`src/poa_pkg.sv`:
```
package poa_pkg;

  // Built size and owner width
  localparam int NUM_PAGES_DEF  = 64;
  localparam int OWNER_BITS_DEF = 4;

  // Fixed field widths
  localparam int PAGE_IDX_W = 6;
  localparam int COUNT_W    = 7;
  localparam int PID_W      = 4;
  localparam int STATUS_W   = 2;
  localparam int PCT_W      = 7;
  localparam int TOTAL_RST  = 64;

  // Request modes
  localparam logic MODE_ALLOC = 1'b0;
  localparam logic MODE_EVICT = 1'b1;

  // Result status codes
  localparam logic [STATUS_W-1:0] STAT_OK     = 2'd0;
  localparam logic [STATUS_W-1:0] STAT_NOFREE = 2'd1;
  localparam logic [STATUS_W-1:0] STAT_EVICT  = 2'd2;

  // Usage divider widths: (200*used + T) / (2*T)
  localparam int DIV_NUM_W  = 15;
  localparam int DIV_DEN_W  = 8;
  localparam int DIV_STEP_W = 4;
  localparam int PCT_MAX    = 100;
  localparam int PCT_SCALE  = 200;

  typedef enum logic [2:0] {
    ST_IDLE,
    ST_COUNT,
    ST_DECIDE,
    ST_DIVIDE,
    ST_EMIT,
    ST_REPLY
  } state_t;

  // Request to the usage divider
  typedef struct packed {
    logic               start;
    logic [COUNT_W-1:0] used;
    logic [COUNT_W-1:0] total;
  } div_req_t;

  // Answer from the usage divider
  typedef struct packed {
    logic             done;
    logic [PCT_W-1:0] usage;
  } div_rsp_t;

endpackage

```
`src/poa_cell.sv`:
```
module poa_cell
  import poa_pkg::*;
#(
  parameter int OWNER_BITS = OWNER_BITS_DEF
) (
  input  logic                  clk,
  input  logic                  rst,
  input  logic                  shift,
  input  logic [OWNER_BITS-1:0] owner_in,
  output logic [OWNER_BITS-1:0] owner_out
);

  logic [OWNER_BITS-1:0] owner;

  // Take the neighbor's owner on every shift
  always_ff @(posedge clk) begin
    if (rst) begin
      owner <= '0;
    end else if (shift) begin
      owner <= owner_in;
    end
  end

  assign owner_out = owner;

endmodule

```
`src/poa_div.sv`:
```
module poa_div
  import poa_pkg::*;
(
  input  logic     clk,
  input  logic     rst,
  input  div_req_t req,
  output div_rsp_t rsp
);

  logic [DIV_NUM_W-1:0]  num;
  logic [DIV_DEN_W-1:0]  den;
  logic [DIV_DEN_W:0]    rem;
  logic [DIV_NUM_W-1:0]  quo;
  logic [DIV_STEP_W-1:0] step;
  logic                  run;
  logic                  zero_total;
  logic                  done;
  logic [PCT_W-1:0]      usage;

  logic [DIV_NUM_W-1:0]  num_init;
  logic [DIV_DEN_W:0]    rem_shift;
  logic [DIV_DEN_W:0]    rem_sub;
  logic                  fits;
  logic [DIV_NUM_W-1:0]  quo_final;

  // Numerator 200*used + T, rounded division by 2*T
  always_comb begin
    num_init  = DIV_NUM_W'(PCT_SCALE) * DIV_NUM_W'(req.used) + DIV_NUM_W'(req.total);
    rem_shift = {rem[DIV_DEN_W-1:0], num[DIV_NUM_W-1]};
    rem_sub   = rem_shift - {1'b0, den};
    fits      = (rem_shift >= {1'b0, den});
    quo_final = {quo[DIV_NUM_W-2:0], fits};
  end

  // Restoring division, one quotient bit per cycle
  always_ff @(posedge clk) begin
    if (rst) begin
      run  <= 1'b0;
      done <= 1'b0;
      step <= '0;
    end else begin
      done <= 1'b0;
      if (req.start) begin
        run  <= 1'b1;
        step <= '0;
      end else if (run) begin
        step <= step + 1'b1;
        if (step == DIV_STEP_W'(DIV_NUM_W - 1)) begin
          run  <= 1'b0;
          done <= 1'b1;
        end
      end
    end
  end

  always_ff @(posedge clk) begin
    if (req.start) begin
      num        <= num_init;
      den        <= {req.total, 1'b0};
      rem        <= '0;
      quo        <= '0;
      zero_total <= (req.total == '0);
    end else if (run) begin
      num <= {num[DIV_NUM_W-2:0], 1'b0};
      rem <= fits ? rem_sub : rem_shift;
      quo <= quo_final;
      if (step == DIV_STEP_W'(DIV_NUM_W - 1)) begin
        if (zero_total) begin
          usage <= '0;
        end else if (quo_final > DIV_NUM_W'(PCT_MAX)) begin
          usage <= PCT_W'(PCT_MAX);
        end else begin
          usage <= quo_final[PCT_W-1:0];
        end
      end
    end
  end

  assign rsp.done  = done;
  assign rsp.usage = usage;

endmodule

```
`src/page_owner_allocator.sv`:
```
// Channel   Signals                                         Direction
// request   start, busy, mode, process_id, page_count       in (busy out)
// result    result_valid, page_index, page_valid, status,   out, one cycle each
//           usage_percent, last
// config    cfg_valid, cfg_ready, cfg_data (frame_limit)    in (ready out)
//
// A request keeps busy high through one ring rotation to count, a decide state, the
// usage division (15 steps and a done), and a second rotation that moves pages and
// issues one result per moved page. Too few free pages goes to the reply after the
// decide state; an evict that finds nothing owned replies after the division; a zero
// count or process zero goes straight to the reply. Each result shows the cycle after it is issued.
// Synchronous reset empties every page and sets frame_limit to 64; the receiver
// cannot stall and at most one result leaves per cycle.
module page_owner_allocator
  import poa_pkg::*;
#(
  parameter int NUM_PAGES  = NUM_PAGES_DEF,
  parameter int OWNER_BITS = OWNER_BITS_DEF
) (
  input  logic                  clk,
  input  logic                  rst,
  input  logic                  start,
  output logic                  busy,
  input  logic                  mode,
  input  logic [PID_W-1:0]      process_id,
  input  logic [COUNT_W-1:0]    page_count,
  input  logic                  cfg_valid,
  output logic                  cfg_ready,
  input  logic [COUNT_W-1:0]    cfg_data,
  output logic                  result_valid,
  output logic [PAGE_IDX_W-1:0] page_index,
  output logic                  page_valid,
  output logic [STATUS_W-1:0]   status,
  output logic [PCT_W-1:0]      usage_percent,
  output logic                  last
);

  localparam int IDX_W = (NUM_PAGES > 1) ? $clog2(NUM_PAGES) : 1;

  state_t state, state_next;

  logic [COUNT_W-1:0]    frame_limit;
  logic [COUNT_W-1:0]    eff_total;
  logic [COUNT_W-1:0]    used_count;
  logic [PCT_W-1:0]      usage_reg;

  logic                  req_mode;
  logic [OWNER_BITS-1:0] req_pid;
  logic [COUNT_W-1:0]    req_count;
  logic [COUNT_W-1:0]    tally;
  logic [COUNT_W-1:0]    remain;
  logic [STATUS_W-1:0]   fin_status;
  logic [IDX_W-1:0]      head_idx;

  logic [7:0]            pid_wide;
  logic [OWNER_BITS-1:0] pid_own;
  logic                  trivial;

  logic [OWNER_BITS-1:0] chain [NUM_PAGES];
  logic [OWNER_BITS-1:0] head;
  logic [OWNER_BITS-1:0] tail_in;
  logic                  shift;
  logic                  writeback;
  logic                  match;
  logic                  pass_end;

  logic [COUNT_W-1:0]    n_move;
  logic [COUNT_W-1:0]    used_next;
  logic                  alloc_short;

  logic                  emit;
  logic [PAGE_IDX_W-1:0] emit_index;
  logic                  emit_valid;
  logic [STATUS_W-1:0]   emit_status;
  logic                  emit_last;

  div_req_t div_req;
  div_rsp_t div_rsp;

  // Request decode
  always_comb begin
    pid_wide  = {4'b0, process_id};
    pid_own   = pid_wide[OWNER_BITS-1:0];
    trivial   = (page_count == '0) || (pid_own == '0);
    eff_total = (frame_limit < COUNT_W'(NUM_PAGES)) ? frame_limit : COUNT_W'(NUM_PAGES);
  end

  // Owner ring: cell 0 is the head, the tail takes the head back
  assign head = chain[0];

  for (genvar i = 0; i < NUM_PAGES; i++) begin : g_cell
    logic [OWNER_BITS-1:0] cell_in;
    if (i == NUM_PAGES - 1) begin : g_tail
      assign cell_in = tail_in;
    end else begin : g_mid
      assign cell_in = chain[i+1];
    end
    poa_cell #(
      .OWNER_BITS(OWNER_BITS)
    ) u_cell (
      .clk      (clk),
      .rst      (rst),
      .shift    (shift),
      .owner_in (cell_in),
      .owner_out(chain[i])
    );
  end

  // Head page selection for the current request
  always_comb begin
    if (req_mode == MODE_ALLOC) begin
      match = (head == '0) && (COUNT_W'(head_idx) < eff_total);
    end else begin
      match = (head == req_pid);
    end
    pass_end = (head_idx == IDX_W'(NUM_PAGES - 1));
  end

  // Decision after the counting pass
  always_comb begin
    alloc_short = (tally < req_count);
    n_move      = (tally < req_count) ? tally : req_count;
    if (req_mode == MODE_ALLOC) begin
      used_next = used_count + req_count;
    end else if (used_count >= n_move) begin
      used_next = used_count - n_move;
    end else begin
      used_next = '0;
    end
  end

  // Next state
  always_comb begin
    state_next = state;
    unique case (state)
      ST_IDLE: begin
        if (start) begin
          state_next = trivial ? ST_REPLY : ST_COUNT;
        end
      end
      ST_COUNT: begin
        if (pass_end) begin
          state_next = ST_DECIDE;
        end
      end
      ST_DECIDE: begin
        if ((req_mode == MODE_ALLOC) && alloc_short) begin
          state_next = ST_REPLY;
        end else begin
          state_next = ST_DIVIDE;
        end
      end
      ST_DIVIDE: begin
        if (div_rsp.done) begin
          state_next = (remain == '0) ? ST_REPLY : ST_EMIT;
        end
      end
      ST_EMIT: begin
        if (pass_end) begin
          state_next = ST_IDLE;
        end
      end
      ST_REPLY: begin
        state_next = ST_IDLE;
      end
      default: state_next = ST_IDLE;
    endcase
  end

  // Outputs of the controller
  always_comb begin
    shift       = 1'b0;
    writeback   = 1'b0;
    emit        = 1'b0;
    emit_index  = '0;
    emit_valid  = 1'b0;
    emit_status = STAT_OK;
    emit_last   = 1'b0;
    div_req     = '0;
    unique case (state)
      ST_COUNT: begin
        shift = 1'b1;
      end
      ST_DECIDE: begin
        if (!((req_mode == MODE_ALLOC) && alloc_short)) begin
          div_req.start = 1'b1;
          div_req.used  = used_next;
          div_req.total = eff_total;
        end
      end
      ST_EMIT: begin
        shift = 1'b1;
        if (match && (remain != '0)) begin
          writeback   = 1'b1;
          emit        = 1'b1;
          emit_index  = PAGE_IDX_W'(head_idx);
          emit_valid  = 1'b1;
          emit_last   = (remain == COUNT_W'(1));
          emit_status = emit_last ? fin_status : STAT_OK;
        end
      end
      ST_REPLY: begin
        emit        = 1'b1;
        emit_status = fin_status;
        emit_last   = 1'b1;
      end
      default: begin
      end
    endcase
    if (writeback) begin
      tail_in = (req_mode == MODE_ALLOC) ? req_pid : '0;
    end else begin
      tail_in = head;
    end
  end

  // Controller state
  always_ff @(posedge clk) begin
    if (rst) begin
      state <= ST_IDLE;
    end else begin
      state <= state_next;
    end
  end

  // Configuration register
  always_ff @(posedge clk) begin
    if (rst) begin
      frame_limit <= COUNT_W'(TOTAL_RST);
    end else if (cfg_valid && cfg_ready) begin
      frame_limit <= cfg_data;
    end
  end

  // Occupancy and usage
  always_ff @(posedge clk) begin
    if (rst) begin
      used_count <= '0;
      usage_reg  <= '0;
    end else begin
      if (div_req.start) begin
        used_count <= used_next;
      end
      if ((state == ST_DIVIDE) && div_rsp.done) begin
        usage_reg <= div_rsp.usage;
      end
    end
  end

  // Request bookkeeping
  always_ff @(posedge clk) begin
    if (rst) begin
      head_idx <= '0;
    end else if (shift) begin
      head_idx <= pass_end ? '0 : head_idx + 1'b1;
    end
  end

  always_ff @(posedge clk) begin
    unique case (state)
      ST_IDLE: begin
        if (start) begin
          req_mode   <= mode;
          req_pid    <= pid_own;
          req_count  <= page_count;
          tally      <= '0;
          fin_status <= (mode == MODE_EVICT) ? STAT_EVICT : STAT_OK;
        end
      end
      ST_COUNT: begin
        if (match) begin
          tally <= tally + 1'b1;
        end
      end
      ST_DECIDE: begin
        if (req_mode == MODE_ALLOC) begin
          remain     <= req_count;
          fin_status <= alloc_short ? STAT_NOFREE : STAT_OK;
        end else begin
          remain     <= n_move;
          fin_status <= alloc_short ? STAT_EVICT : STAT_OK;
        end
      end
      ST_EMIT: begin
        if (writeback) begin
          remain <= remain - 1'b1;
        end
      end
      default: begin
      end
    endcase
  end

  // Hold each result on the ports for one cycle
  always_ff @(posedge clk) begin
    if (rst) begin
      result_valid <= 1'b0;
    end else begin
      result_valid <= emit;
    end
  end

  always_ff @(posedge clk) begin
    if (emit) begin
      page_index    <= emit_index;
      page_valid    <= emit_valid;
      status        <= emit_status;
      usage_percent <= usage_reg;
      last          <= emit_last;
    end
  end

  poa_div u_div (
    .clk(clk),
    .rst(rst),
    .req(div_req),
    .rsp(div_rsp)
  );

  assign busy      = (state != ST_IDLE);
  assign cfg_ready = 1'b1;

endmodule

```
`config.mk`:
```
export PLATFORM = sky130hd
export DESIGN_NAME = page_owner_allocator
export DESIGN_NICKNAME = d
export VERILOG_FILES = /design/src/poa_pkg.sv /design/src/poa_cell.sv /design/src/poa_div.sv /design/src/page_owner_allocator.sv
export SDC_FILE = /design/constraint.sdc
export NUM_CORES = 1
export LEC_CHECK = 0
export BUFFER_PORTS_ARGS = -buffer_cell sky130_fd_sc_hd__buf_4
export CAP_MARGIN = 40
export CORE_ASPECT_RATIO = 1.1
export CORE_UTILIZATION = 30
export DETAILED_ROUTE_END_ITERATION = 10
export PLACE_DENSITY = 0.44
export SLEW_MARGIN = 20
export SYNTH_ARGS = -nofsm -noshare
export SYNTH_HDL_FRONTEND = slang
export SYNTH_SLANG_ARGS = --single-unit
export TNS_END_PERCENT = 5
```
`constraint.sdc`:
```
create_clock -name clk -period 10.3 [get_ports clk]
set_input_delay 1.03 -clock clk [delete_from_list [all_inputs] [get_ports clk]]
set_output_delay 1.03 -clock clk [all_outputs]
set_load 0.02 [all_outputs]
```
# --- After elaboration in Yosys (flattened, before gate mapping) ---
# Cells that the tools add are included.
# W data, S select, Z words.
totals:
  elab_cells: 199
  reg_bits: 390
  inputBits: 23
op_classes:
  n_lt_le_gt_ge: 6
  n_reduce_logical: 28
  mux: 47
  n_mul: 1
  eq_ne: 15
  bitwise: 3
  n_addsub: 8
op_table:
  columns: ["cell", "count"]
  rows:
  - ["$mux W7", 9]
  - ["$mux W15", 4]
  - ["$pmux W7 S2", 2]
  - ["$logic_not A7 Y1", 3]
  - ["$mux W3", 6]
  - ["$add A15 B7 Y15", 1]
  - ["$gt A15 B7 Y1 const B", 1]
  - ["$pmux W3 S5", 1]
  - ["$mul A5 B7 Y12 const A", 1]
  - ["$mux W2", 6]
  - ["$mux W1", 11]
  - ["$ne A2 B2 Y1 const B", 5]
  - ["$ge A9 B8 Y1", 1]
  - ["$logic_not A4 Y1", 2]
  - ["$mux W4", 2]
  - ["$mux W8", 1]
  - ["$pmux W2 S2", 2]
  - ["$reduce_and A2 Y1", 4]
  - ["$reduce_bool A2 Y1", 4]
  - ["$sub A8 B8 Y8", 1]
  - ["$add A7 B1 Y7 const B", 1]
  - ["$add A7 B7 Y7", 1]
  - ["$eq A7 B1 Y1 const B", 1]
  - ["$ge A7 B7 Y1", 1]
  - ["other kinds (26)", 37]

# --- Logic depth before layout (Yosys ltp) ---
# Gate-level depths: netlist of run 1.
logic_depth:
  depth_word: 10
  depth_mapped: 33
  mapped_depth_nobuf: 32

# --- Hierarchy ---
# From an unflattened synthesis of run 1, not the netlist that was laid out.
hier_totals:
  cells_unflattened: 1625
  area_unflattened_um2: 16811.1
modules_own_cells:
  columns: ["mod", "cells_per_inst", "seq_area_each_um2", "instances", "area_per_inst_um2"]
  rows:
  - ["poa_cell", 13, 80.1, 64, 140.1]
  - ["page_owner_allocator", 454, 1971.9, 1, 4371.7]
  - ["poa_div", 339, 1461.4, 1, 3470.8]

# --- Worst setup path after synthesis of run 1 ---
# Ideal clock, no wire load.
synth_timing:
  path_type: "register to register"
  startpoint: "register req_count[6]"
  endpoint: "register u_div.num[14], data pin"
  setup_time_ns: 0.266
  arrival_ns: 5.912
  n_path_buf: 2
  stages_incl_launch_ff: 31
  period_less_slack_ns: 6.178
  t_required_ns: 10.034
  slack_ns: 4.122
  path_cell_list: "edfxtp_1 > inv_1 > ha_1 > a21o_1 > o21bai_4 > a21oi_4 > clkbuf_1 > a21oi_1 > ha_1 > buf_1 > nand3_1 > o221ai_1 > a311oi_1 > or3_4 > inv_1 > ha_1 > ha_1 > inv_1 > fa_1 > inv_1 > ha_1 > a21oi_1 > nor2_1 > nor2_1 > o21bai_1 > a21oi_1 > xnor2_1 > nand4_1 > a211oi_1 > xnor2_1 > o21ai_1"
synth_between:
  elab_chain_len: 10
  elab_cells_between_ends: 13
  classes_between: "add/sub (3); mul (1); order compare (2); mux (6); reduce/logical (1)"
synth_rtl:
  columns: ["element", "line_no", "source"]
  rows:
  - ["from (decl)", "page_owner_allocator.sv:49", "logic [COUNT_W-1:0] req_count;"]
  - ["from (signal assigned)", "page_owner_allocator.sv:265", "req_count <= page_count;"]
  - ["$lt A7 B7 Y1", "page_owner_allocator.sv:121, page_owner_allocator.sv:122", null]
  - ["$mux W7", "page_owner_allocator.sv:122", "n_move = (tally < req_count) ? tally : req_count;"]
  - ["$sub A7 B7 Y7 / $ge A7 B7 Y1 (equally long branches)", "page_owner_allocator.sv:126, page_owner_allocator.sv:125", null]
  - ["$mux W7", "page_owner_allocator.sv:125", "end else if (used_count >= n_move) begin"]
  - ["$mux W7", "page_owner_allocator.sv:123", "if (req_mode == MODE_ALLOC) begin"]
  - ["$mux W15 *", "page_owner_allocator.sv:185", "if (!((req_mode == MODE_ALLOC) && alloc_short)) begin"]
  - ["$mux W15 *", "page_owner_allocator.sv:180", "unique case (state)"]
  - ["$mul A5 B7 Y12", "poa_div.sv:28", "num_init = DIV_NUM_W'(PCT_SCALE) * DIV_NUM_W'(req.used) + DIV_NUM_W'(req.total);"]
  - ["$add A15 B7 Y15", "poa_div.sv:28", null]
  - ["$mux W15 *", "poa_div.sv:57", "if (req.start) begin"]
  - ["to (signal assigned)", "poa_div.sv:58", "num <= num_init;"]
  - ["to (signal assigned)", "poa_div.sv:64", "num <= {num[DIV_NUM_W-2:0], 1'b0};"]
  - ["to (decl)", "poa_div.sv:10", "logic [DIV_NUM_W-1:0] num;"]
# Mark *: on every way between the ends. The rest lies on a longest branch, timed or not.
# A chain may end at the register's enable or synchronous reset.

# --- Final worst setup path of run 1 ---
layout_timing:
  startpoint: "register tally[6]"
  endpoint: "register u_div.num[14], data pin"
layout_between:
  elab_chain_len: 10
  elab_cells_between_ends: 12
  classes_between: "add/sub (2); mul (1); order compare (2); mux (6); reduce/logical (1)"
layout_rtl:
  columns: ["element", "line_no", "source"]
  rows:
  - ["from (decl)", "page_owner_allocator.sv:50", "logic [COUNT_W-1:0] tally;"]
  - ["from (signal assigned)", "page_owner_allocator.sv:272", "tally <= tally + 1'b1;"]
  - ["$lt A7 B7 Y1", "page_owner_allocator.sv:121, page_owner_allocator.sv:122", null]
  - ["$mux W7", "page_owner_allocator.sv:122", null]
  - ["$sub A7 B7 Y7 / $ge A7 B7 Y1 (equally long branches)", "page_owner_allocator.sv:126, page_owner_allocator.sv:125", null]
  - ["$mux W7", "page_owner_allocator.sv:125", null]
  - ["$mux W7", "page_owner_allocator.sv:123", null]
  - ["$mux W15 *", "page_owner_allocator.sv:185", null]
  - ["$mux W15 *", "page_owner_allocator.sv:180", null]
  - ["$mul A5 B7 Y12", "poa_div.sv:28", null]
  - ["$add A15 B7 Y15", "poa_div.sv:28", null]
  - ["$mux W15 *", "poa_div.sv:57", null]
# Marked as above.

==> results.ini, run 1 <==
[cells_and_area]
nets = 1999
largest_register_ffs = 256
antennaDiodeCount = 0
drive_gt1_share_pct = 7.71
layout_commonest_cell = nand2_1
syn2layout_area_growth_pct = 15.2
layout_common_cells = nand2_1 (573), dfxtp_1 (315), a21oi_1 (298)

[route]
antenna_left = 0
drt_iter0_drc = 689
num_vias = 12300
drtPass1Iterations = 5
viasPerCell = 4.61
wl_mm = 35.3
wire_per_inst_um = 13.2
route.detailed.drc = 0

[timing]
tightestPinTransition_ps = 770
hold_violations = 0
min_period_ps = 6590
drv_slew = 0
setup-tns-final_ps = 0
fmax_mhz = 152
relSlewSlack_pct = 48.5
post-route-period-util_pct = 64.0
fin_worst_skew_ps = 14.6
setup_violations = 0
rsz0062_at_grt = false

[cts]
cts_num_sinks = 390
cts-hold-fix-buffers = 0
cts_made_buffers = 45
clk_latency_ps = 570
h-tree-depth = 2
postCtsSetupBuffers = 0
cts_tree = built
clkTransAtPathRegs_ps = 60
cts-root-buf = clkbuf_16
cts_buffer_depth = 3
cts-resized-gates = 0

[floorplanning]
die_h_um = 248
io_pins = 43
core_mm2 = 0.0541
start_util_pct = 30.6
rows = 89
die_w_um = 226
dieArea_mm2 = 0.0562

[critical_path]
critical_path_class = reg -> reg
r2r_end = u_div.num[14]
startpoint = tally[6]
reg2reg_from = tally[6]
cp-end-kind = register
crit_path_end = u_div.num[14]
reg2reg_slack_ps = 3710
crit_fanout = 13
critical_path_required_ps = 10600
cp-start-kind = register
crit_arrival_ps = 6890
ff2ff_path_depth = 26

[synth]
async_flop_share_pct = 0
ys_seq_area_share_pct = 51.7
ys.flop_type = dfxtp_1
synth_warnings = 0
synth_edf_count = 75
synthCells = 1924
syn_area_per_cell_um2 = 8.61
syn-num-nets = 2011
synth.ff_latch_count = 390
synth_area_mm2 = 0.0166
yosysUniqueCellTypes = 74

[power]
power_uw = 3480
seqPwrFrac_pct = 46.0
power_density_mw_per_mm2 = 182
switching_share_pct = 24.8
intPower_uw = 2620
p_clk_share_pct = 45.1
leakagePower_uw = 0.00675
ir_drop_mv = 0.0925
power_switching_uw = 863
combPwrFrac_pct = 8.9

[global_route]
grt_pass1_wl_mm = 59.5
antenna_found_initial = 0
gr-total-overflow = 0
grt_max_degree = 265
grt_usage_pct = 12.7
grt_pass1_vias = 11800

[placed_design]
dp_hpwl_mm = 22.0
io_buffers = 41
globalplace.congestion = 0.793

[run_status]
status = finished clean

[flow_run]
cap_violations = 0

[hold_path]
hold_path.class = reg -> reg

==> worst min path at each step <==
stage          slack [ps]                       endpoint                     startpoint  depth (start not counted)
5_1_grt               440               usage_percent[1]                   usage_reg[1]                          0
3_5_place_dp          420               usage_percent[4]                   usage_reg[4]                          0
3_3_place_gp          420               usage_percent[3]                   usage_reg[3]                          0
2_1_floorplan         410               usage_percent[0]                   usage_reg[0]                          0
4_1_cts               430  g_cell[1].u_cell.owner_out[3]  g_cell[2].u_cell.owner_out[3]                          2
6_report              430               usage_percent[6]                   usage_reg[6]                          0
==> routing by layer <==
metal  routed length [µm]  GRT usage [%]
met5                    0              0
met4                 1050           4.71
met3                 1660           3.06
met2                15300           19.6
met1                17200           17.0
==> metrics by stage <==
stage	cell area (µm²)	util (%)	setup WS, ps	std cells	hold WS [ps]
6_report	19100	35.3	3710	2674	434
4_1_cts	19100	35.2	3710	2673	434
3_5_place_dp	17600	32.5	3730	2592	423
2_1_floorplan	16600	-	4120	1924	408
5_1_grt	19100	35.3	3180	2674	444
3_3_place_gp	17500	32.3	3850	2587	419
==> synth_stat cells (all sizes together), types with 8 or more instances <==
cell type	count	area, µm²
ha	60	751
mux2i	37	395
nor3	15	75.1
xor2	18	158
dfxtp	315	6310
nand2	574	2160
a21o	10	75.1
inv	48	180
xnor2	36	315
clkbuf	103	387
nand3	16	80.1
buf	17	68.8
nand2b	12	75.1
o21ai	35	179
a31oi	11	68.8
nor2	97	372
a211oi	16	125
and3	8	50.1
nand4	8	50.1
a21oi	300	1520
and2	19	119
nor2b	11	68.8
edfxtp	75	2250
==> area by class of cell <==
cell class	count	area [µm²]
fill	5694	35000
sequential	390	8560
multi-input combinational	1364	7380
clock buffer	71	1370
tap	728	911
timing repair buffer	61	568
inverter	50	188
clock inverter	10	109
==> critical path, cell delays in order, from the launching register on <==
cell and delay, ps:
edfxtp_1 460, ha_1 390, a21o_1 260, o21bai_4 200, a21oi_4 360, a21oi_1 140, ha_1 440, nand3_1 180
mux2i_4 220, nand2_1 70, o311ai_0 290, o21ai_0 180, nor2_1 260, ha_1 290, ha_1 270, inv_1 50
fa_1 510, inv_1 40, ha_1 330, a21oi_1 230, o21bai_1 100, a21oi_1 240, xnor2_1 220, nand4_1 140
a211oi_1 230, xnor2_1 150, o21ai_1 70
==> kinds of logic (layout without fill, tap and decap cells) <==
family / after synthesis / in the layout / share of synthesized area [%]
xor gates and xnor gates: 55 / 55 / 2.99
other: 1 / 1 / 0.0226
DFF: 390 / 390 / 51.7
buffers and inverters: 170 / 192 / 3.88
and+or+nand+nor: 781 / 781 / 19.3
AOI/OAI and AO/OA: 422 / 422 / 14.4
adders and majority gates: 67 / 67 / 5.20
muxes: 38 / 38 / 2.45
==> power by group through the flow <==
stage	logic (µW)	clock network, µW	registers [µW]
after floorplan	231	0	1630
after global placement	300	0	1630
after detailed placement	310	0	1630
after CTS	311	1630	1600
after global routing	345	1700	1600
final	308	1570	1600
Power figures use the tool's default switching activity.
==> run 2: changes to the inputs <==
--- a/config.mk
+++ b/config.mk
@@ -10,7 +10,7 @@
 export CORE_ASPECT_RATIO = 1.1
 export CORE_UTILIZATION = 30
 export DETAILED_ROUTE_END_ITERATION = 10
-export PLACE_DENSITY = 0.44
+export PLACE_DENSITY = 0.46
 export SLEW_MARGIN = 20
 export SYNTH_ARGS = -nofsm -noshare
 export SYNTH_HDL_FRONTEND = slang
==> constraint.sdc (replaced) <==
create_clock -name clk -period 5.7 [get_ports clk]
set_input_delay 0.57 -clock clk [delete_from_list [all_inputs] [get_ports clk]]
set_output_delay 0.57 -clock clk [all_outputs]
set_load 0.02 [all_outputs]
==> results.ini, run 2 (synthesis results as in run 1) <==
[run_status]
status = finished, violations left
violations = negative setup slack

[critical_path]
critical_path_class = reg -> reg
cp-start-kind = register
max_stage_delay_ps = 490
crit_fanout = 6
critical_path_required_ps = 6010
critPathSlowestCell = fa_1
crit_arrival_ps = 6060
cp-end-kind = register

[floorplanning]
start_util_pct = 30.6
io_pins = 43
die_h_um = 248
die_w_um = 226
rows = 89
core_mm2 = 0.0541
dieArea_mm2 = 0.0562

[flow_run]
cap_violations = 0

[cells_and_area]
largest_register_ffs = 256
layout_commonest_cell = nand2_1
layout_common_cells = nand2_1 (572), dfxtp_1 (315), a21oi_1 (289)
nets = 2056
stdcell_area_mm2 = 0.0198
syn2layout_area_growth_pct = 19.8
drive_gt1_share_pct = 12.9

[placed_design]
globalplace.congestion = 0.852
dp_hpwl_mm = 22.2
pre_cts_ws_ps = -179
io_buffers = 41
dpl_cell_area_mm2 = 0.0180

[timing]
relSlewSlack_pct = 23.6
rsz0062_at_grt = true
fmax_mhz = 174
drv_slew = 0
min_period_ps = 5750
post-route-period-util_pct = 101
setup_ws_ps = -52.1
setup_violations = 1
fin_worst_skew_ps = 17.3
hold_violations = 0
tightestPinTransition_ps = 1150

[route]
num_vias = 12600
wl_mm = 36.0
drtPass1Iterations = 5
drt_iter0_drc = 777
viasPerCell = 4.61
antenna_left = 0
wire_per_inst_um = 13.2
route.detailed.drc = 0

[cts]
clk_latency_ps = 570
h-tree-depth = 2
cts_num_sinks = 390
cts-root-buf = clkbuf_16
cts_made_buffers = 44
cts_tree = built
clkTransAtPathRegs_ps = 60
cts_buffer_depth = 3

[global_route]
grt_pass1_wl_mm = 59.1
grt_max_degree = 249
gr-total-overflow = 0
antenna_found_initial = 0
grt_pass1_vias = 11600
grt_usage_pct = 12.7

[power]
ir_drop_mv = 0.185
leakagePower_uw = 0.00709
power_density_mw_per_mm2 = 328

[hold_path]
hold_path.class = in -> reg

[run 2: changes by cell type in the layout (fill, tap and decap cells not counted), moves of 5 or more]
cell and change:
buf_4 +60, clkbuf_1 -9, clkinv_2 +5, ha_1 -9, ha_4 +9, a21oi_1 -9
a21oi_2 +7
[run 2: critical path: cells and delay by family, from the launching register on]
family	cells	cell delay (ps)
buffers and inverters	3	240
and+or+nand+nor	7	720
AOI/OAI and AO/OA	11	1770
adders and majority gates	6	1750
xor gates and xnor gates	2	360
muxes	1	210
DFF	1	430
[run 2: report_power, final]
group / switching (µW) / internal, µW
registers: 32.9 / 2850
clock network: 1170 / 1780
logic: 414 / 261
[run 2: cell type report]
type / instances / area (µm²)
fillers: 5588 / 34300
flip-flops and latches: 390 / 8560
clock inverters: 16 / 173
multi-input cells: 1364 / 7690
repair buffers: 119 / 940
inverters: 50 / 188
well taps: 728 / 911
clock buffers: 64 / 1380
diodes: 1 / 2.50
[run 2: path summary, 6_finish.rpt]
check	from	end	slack, ps	cells past startpoint
hold / removal	page_count[1]	req_count[1]	190	1
setup reg to reg	tally[6]	u_div.num[14]	-50	30
hold reg to reg	g_cell[35].u_cell.owner_out[1]	g_cell[34].u_cell.owner_out[1]	440	2
setup / recovery	tally[6]	u_div.num[14]	-50	30
[run 2: what timing repair did]
item / in CTS / in global routing
resized for setup: 12 / 28
endpoints found under the setup margin: 3 / 5
setup buffers: 3 / 8
gates cloned: 0 / 0
hold buffers: 0 / 0
pin swaps: 13 / 30
[run 2: per-layer routing]
metal | global-route usage (%) | wire length [µm] | vias up
met5 | 0 | 0 | -
met4 | 4.92 | 1020 | 0
met3 | 2.61 | 1470 | 60
li1 | - | - | 6522
met1 | 17.3 | 17400 | 5850
met2 | 19.6 | 16100 | 165
[run 2: metrics by stage]
step | setup TNS, ps | hold WS, ps | instances | util, % | total power [µW]
floorplan | 0 | 408 | 1924 | - | 3370
detailed placement | -248 | 427 | 2640 | 33.2 | 3560
global route | -1140 | 163 | 2731 | 36.7 | 6810
global placement | -26.4 | 428 | 2639 | 33.2 | 3560
finish | -52.1 | 193 | 2732 | 36.7 | 6510
CTS | 0 | 158 | 2723 | 36.2 | 6580
==> run 3: changes to the inputs <==
--- a/config.mk
+++ b/config.mk
@@ -7,10 +7,13 @@
 export LEC_CHECK = 0
 export BUFFER_PORTS_ARGS = -buffer_cell sky130_fd_sc_hd__buf_4
 export CAP_MARGIN = 40
+export CELL_PAD_IN_SITES_DETAIL_PLACEMENT = 0
+export CELL_PAD_IN_SITES_GLOBAL_PLACEMENT = 1
 export CORE_ASPECT_RATIO = 1.1
 export CORE_UTILIZATION = 30
+export CTS_BUF_LIST = sky130_fd_sc_hd__clkbuf_4
 export DETAILED_ROUTE_END_ITERATION = 10
-export PLACE_DENSITY = 0.46
+export PLACE_DENSITY = 0.56
 export SLEW_MARGIN = 20
 export SYNTH_ARGS = -nofsm -noshare
 export SYNTH_HDL_FRONTEND = slang
==> results.ini, run 3 (synthesis results as in run 1) <==
[cts]
cts_buffer_depth = 3
cts_made_buffers = 108
cts-root-buf = clkbuf_4
cts_tree = built
clk_latency_ps = 820
cts_num_sinks = 390
h-tree-depth = 3
clkTransAtPathRegs_ps = 60

[cells_and_area]
largest_register_ffs = 256
final_cells = 2870
syn2layout_area_growth_pct = 21.2
fillCellCount = 5676
layout_common_cells = nand2_1 (570), dfxtp_1 (315), a21oi_1 (287)
drive_gt1_share_pct = 17.7
nets = 2141
stdcell_area_mm2 = 0.0201
fin_util_pct = 37.1
layout_commonest_cell = nand2_1

[placed_design]
globalplace.congestion = 0.859
io_buffers = 41
post-place-cells = 2641
dpl_cell_area_mm2 = 0.0180
dp_hpwl_mm = 22.3

[critical_path]
crit_fanout = 3
ff2ff_path_depth = 27
critical_path_required_ps = 6250
cp-start-kind = register
critical_path_class = reg -> reg
crit_arrival_ps = 6120
cp-end-kind = register

[power]
intPower_uw = 4460
leakagePower_uw = 0.00726
p_clk_share_pct = 41.2
ir_drop_mv = 0.113
switching_share_pct = 26.9
power_density_mw_per_mm2 = 304
seqPwrFrac_pct = 47.2
combPwrFrac_pct = 11.6
power_switching_uw = 1640

[route]
viasPerCell = 4.57
drtPass1Iterations = 5
num_vias = 13100
drt_iter0_drc = 731
route.detailed.drc = 0
antenna_left = 0
wl_mm = 37.3
wire_per_inst_um = 13.0

[timing]
drv_slew = 0
post-route-period-util_pct = 97.8
fmax_mhz = 179
min_period_ps = 5580
hold_violations = 0
setup_violations = 0
setup-tns-final_ps = 0
tightestPinTransition_ps = 898
holdWs_ps = 127
relSlewSlack_pct = 40.1
rsz0062_at_grt = true
fin_worst_skew_ps = 42.9

[global_route]
grt_usage_pct = 13.1
gr-total-overflow = 0
grt_max_degree = 176
antenna_found_initial = 1
grt_pass1_wl_mm = 61.1
grt_pass1_vias = 12400

[hold_path]
whs_path_depth = 3
hold_path.class = in -> reg

[floorplanning]
io_pins = 43
rows = 89
start_util_pct = 30.6
core_mm2 = 0.0541
die_h_um = 248
dieArea_mm2 = 0.0562
die_w_um = 226

[flow_run]
cap_violations = 0

[run_status]
status = finished clean

## run 3: through the flow
step / setup WS, ps / power [µW]
finish: 125 / 6110
global route: -169 / 6480
CTS: 6.66 / 6200
detailed placement: -92.7 / 3570
global placement: -58.0 / 3570
floorplan: 2.85 / 3370
## run 3: per-layer routing
metal / global-route usage, % / wire length [µm] / vias up
met5: 0 / 0 / -
met4: 6.37 / 1140 / 0
met3: 3.36 / 1820 / 86
met2: 19.9 / 16600 / 222
met1: 17.3 / 17800 / 6034
li1: - / - / 6772
## run 3: worst paths after layout
path                              startpoint          endpoint  slack, ps
worst max-delay path                tally[2]     u_div.num[14]        120
worst min-delay path               cfg_valid    frame_limit[0]        130
worst max register to register      tally[2]     u_div.num[14]        120
worst min register to register  usage_reg[2]  usage_percent[2]        430
## run 3: critical path: stages, from the launching register on
cell      delay (ps)
edfxtp_1         390
ha_1             330
nand2_1          110
o21a_1           220
buf_4            150
o211ai_1         220
nand2_1          140
xnor2_2          200
ha_2             230
a31oi_4           40
maj3_2           370
a221oi_2         270
a311oi_1          80
xor2_1           160
o22ai_1          100
nand2_2          140
inv_1             80
ha_1             270
inv_1             40
ha_1             310
ha_1             360
ha_4             280
a21oi_2          190
xnor2_2          140
nand4_1          120
a211oi_2         180
xnor2_1          140
o21ai_1           70
## run 3: final cells by class
cell class | instances | area, µm² | share of cell area, %
Clock inverter | 30 | 139 | 0.692
Timing Repair Buffer | 140 | 1180 | 5.87
Clock buffer | 167 | 1250 | 6.25
Antenna cell | 1 | 2.50 | 0.0125
Tap cell | 728 | 911 | 4.54
Sequential cell | 390 | 8560 | 42.6
Multi-Input combinational cell | 1364 | 7840 | 39.1
Inverter | 50 | 188 | 0.935
## run 3: power groups by stage
stage,registers (µW),logic (µW),clock network [µW]
after floorplan,2940,435,0
after global placement,2940,630,0
after detailed placement,2940,631,0
after CTS,2880,652,2670
after global routing,2880,788,2810
final,2880,710,2520
## run 3: repair_timing
item / in CTS / in global routing
gates resized for setup: 5 / 58
hold buffers: 24 / 0
pin swaps: 1 / 36
endpoints found under the setup margin: 2 / 5
setup buffers: 0 / 6
endpoints found under the hold margin: 19 / 0
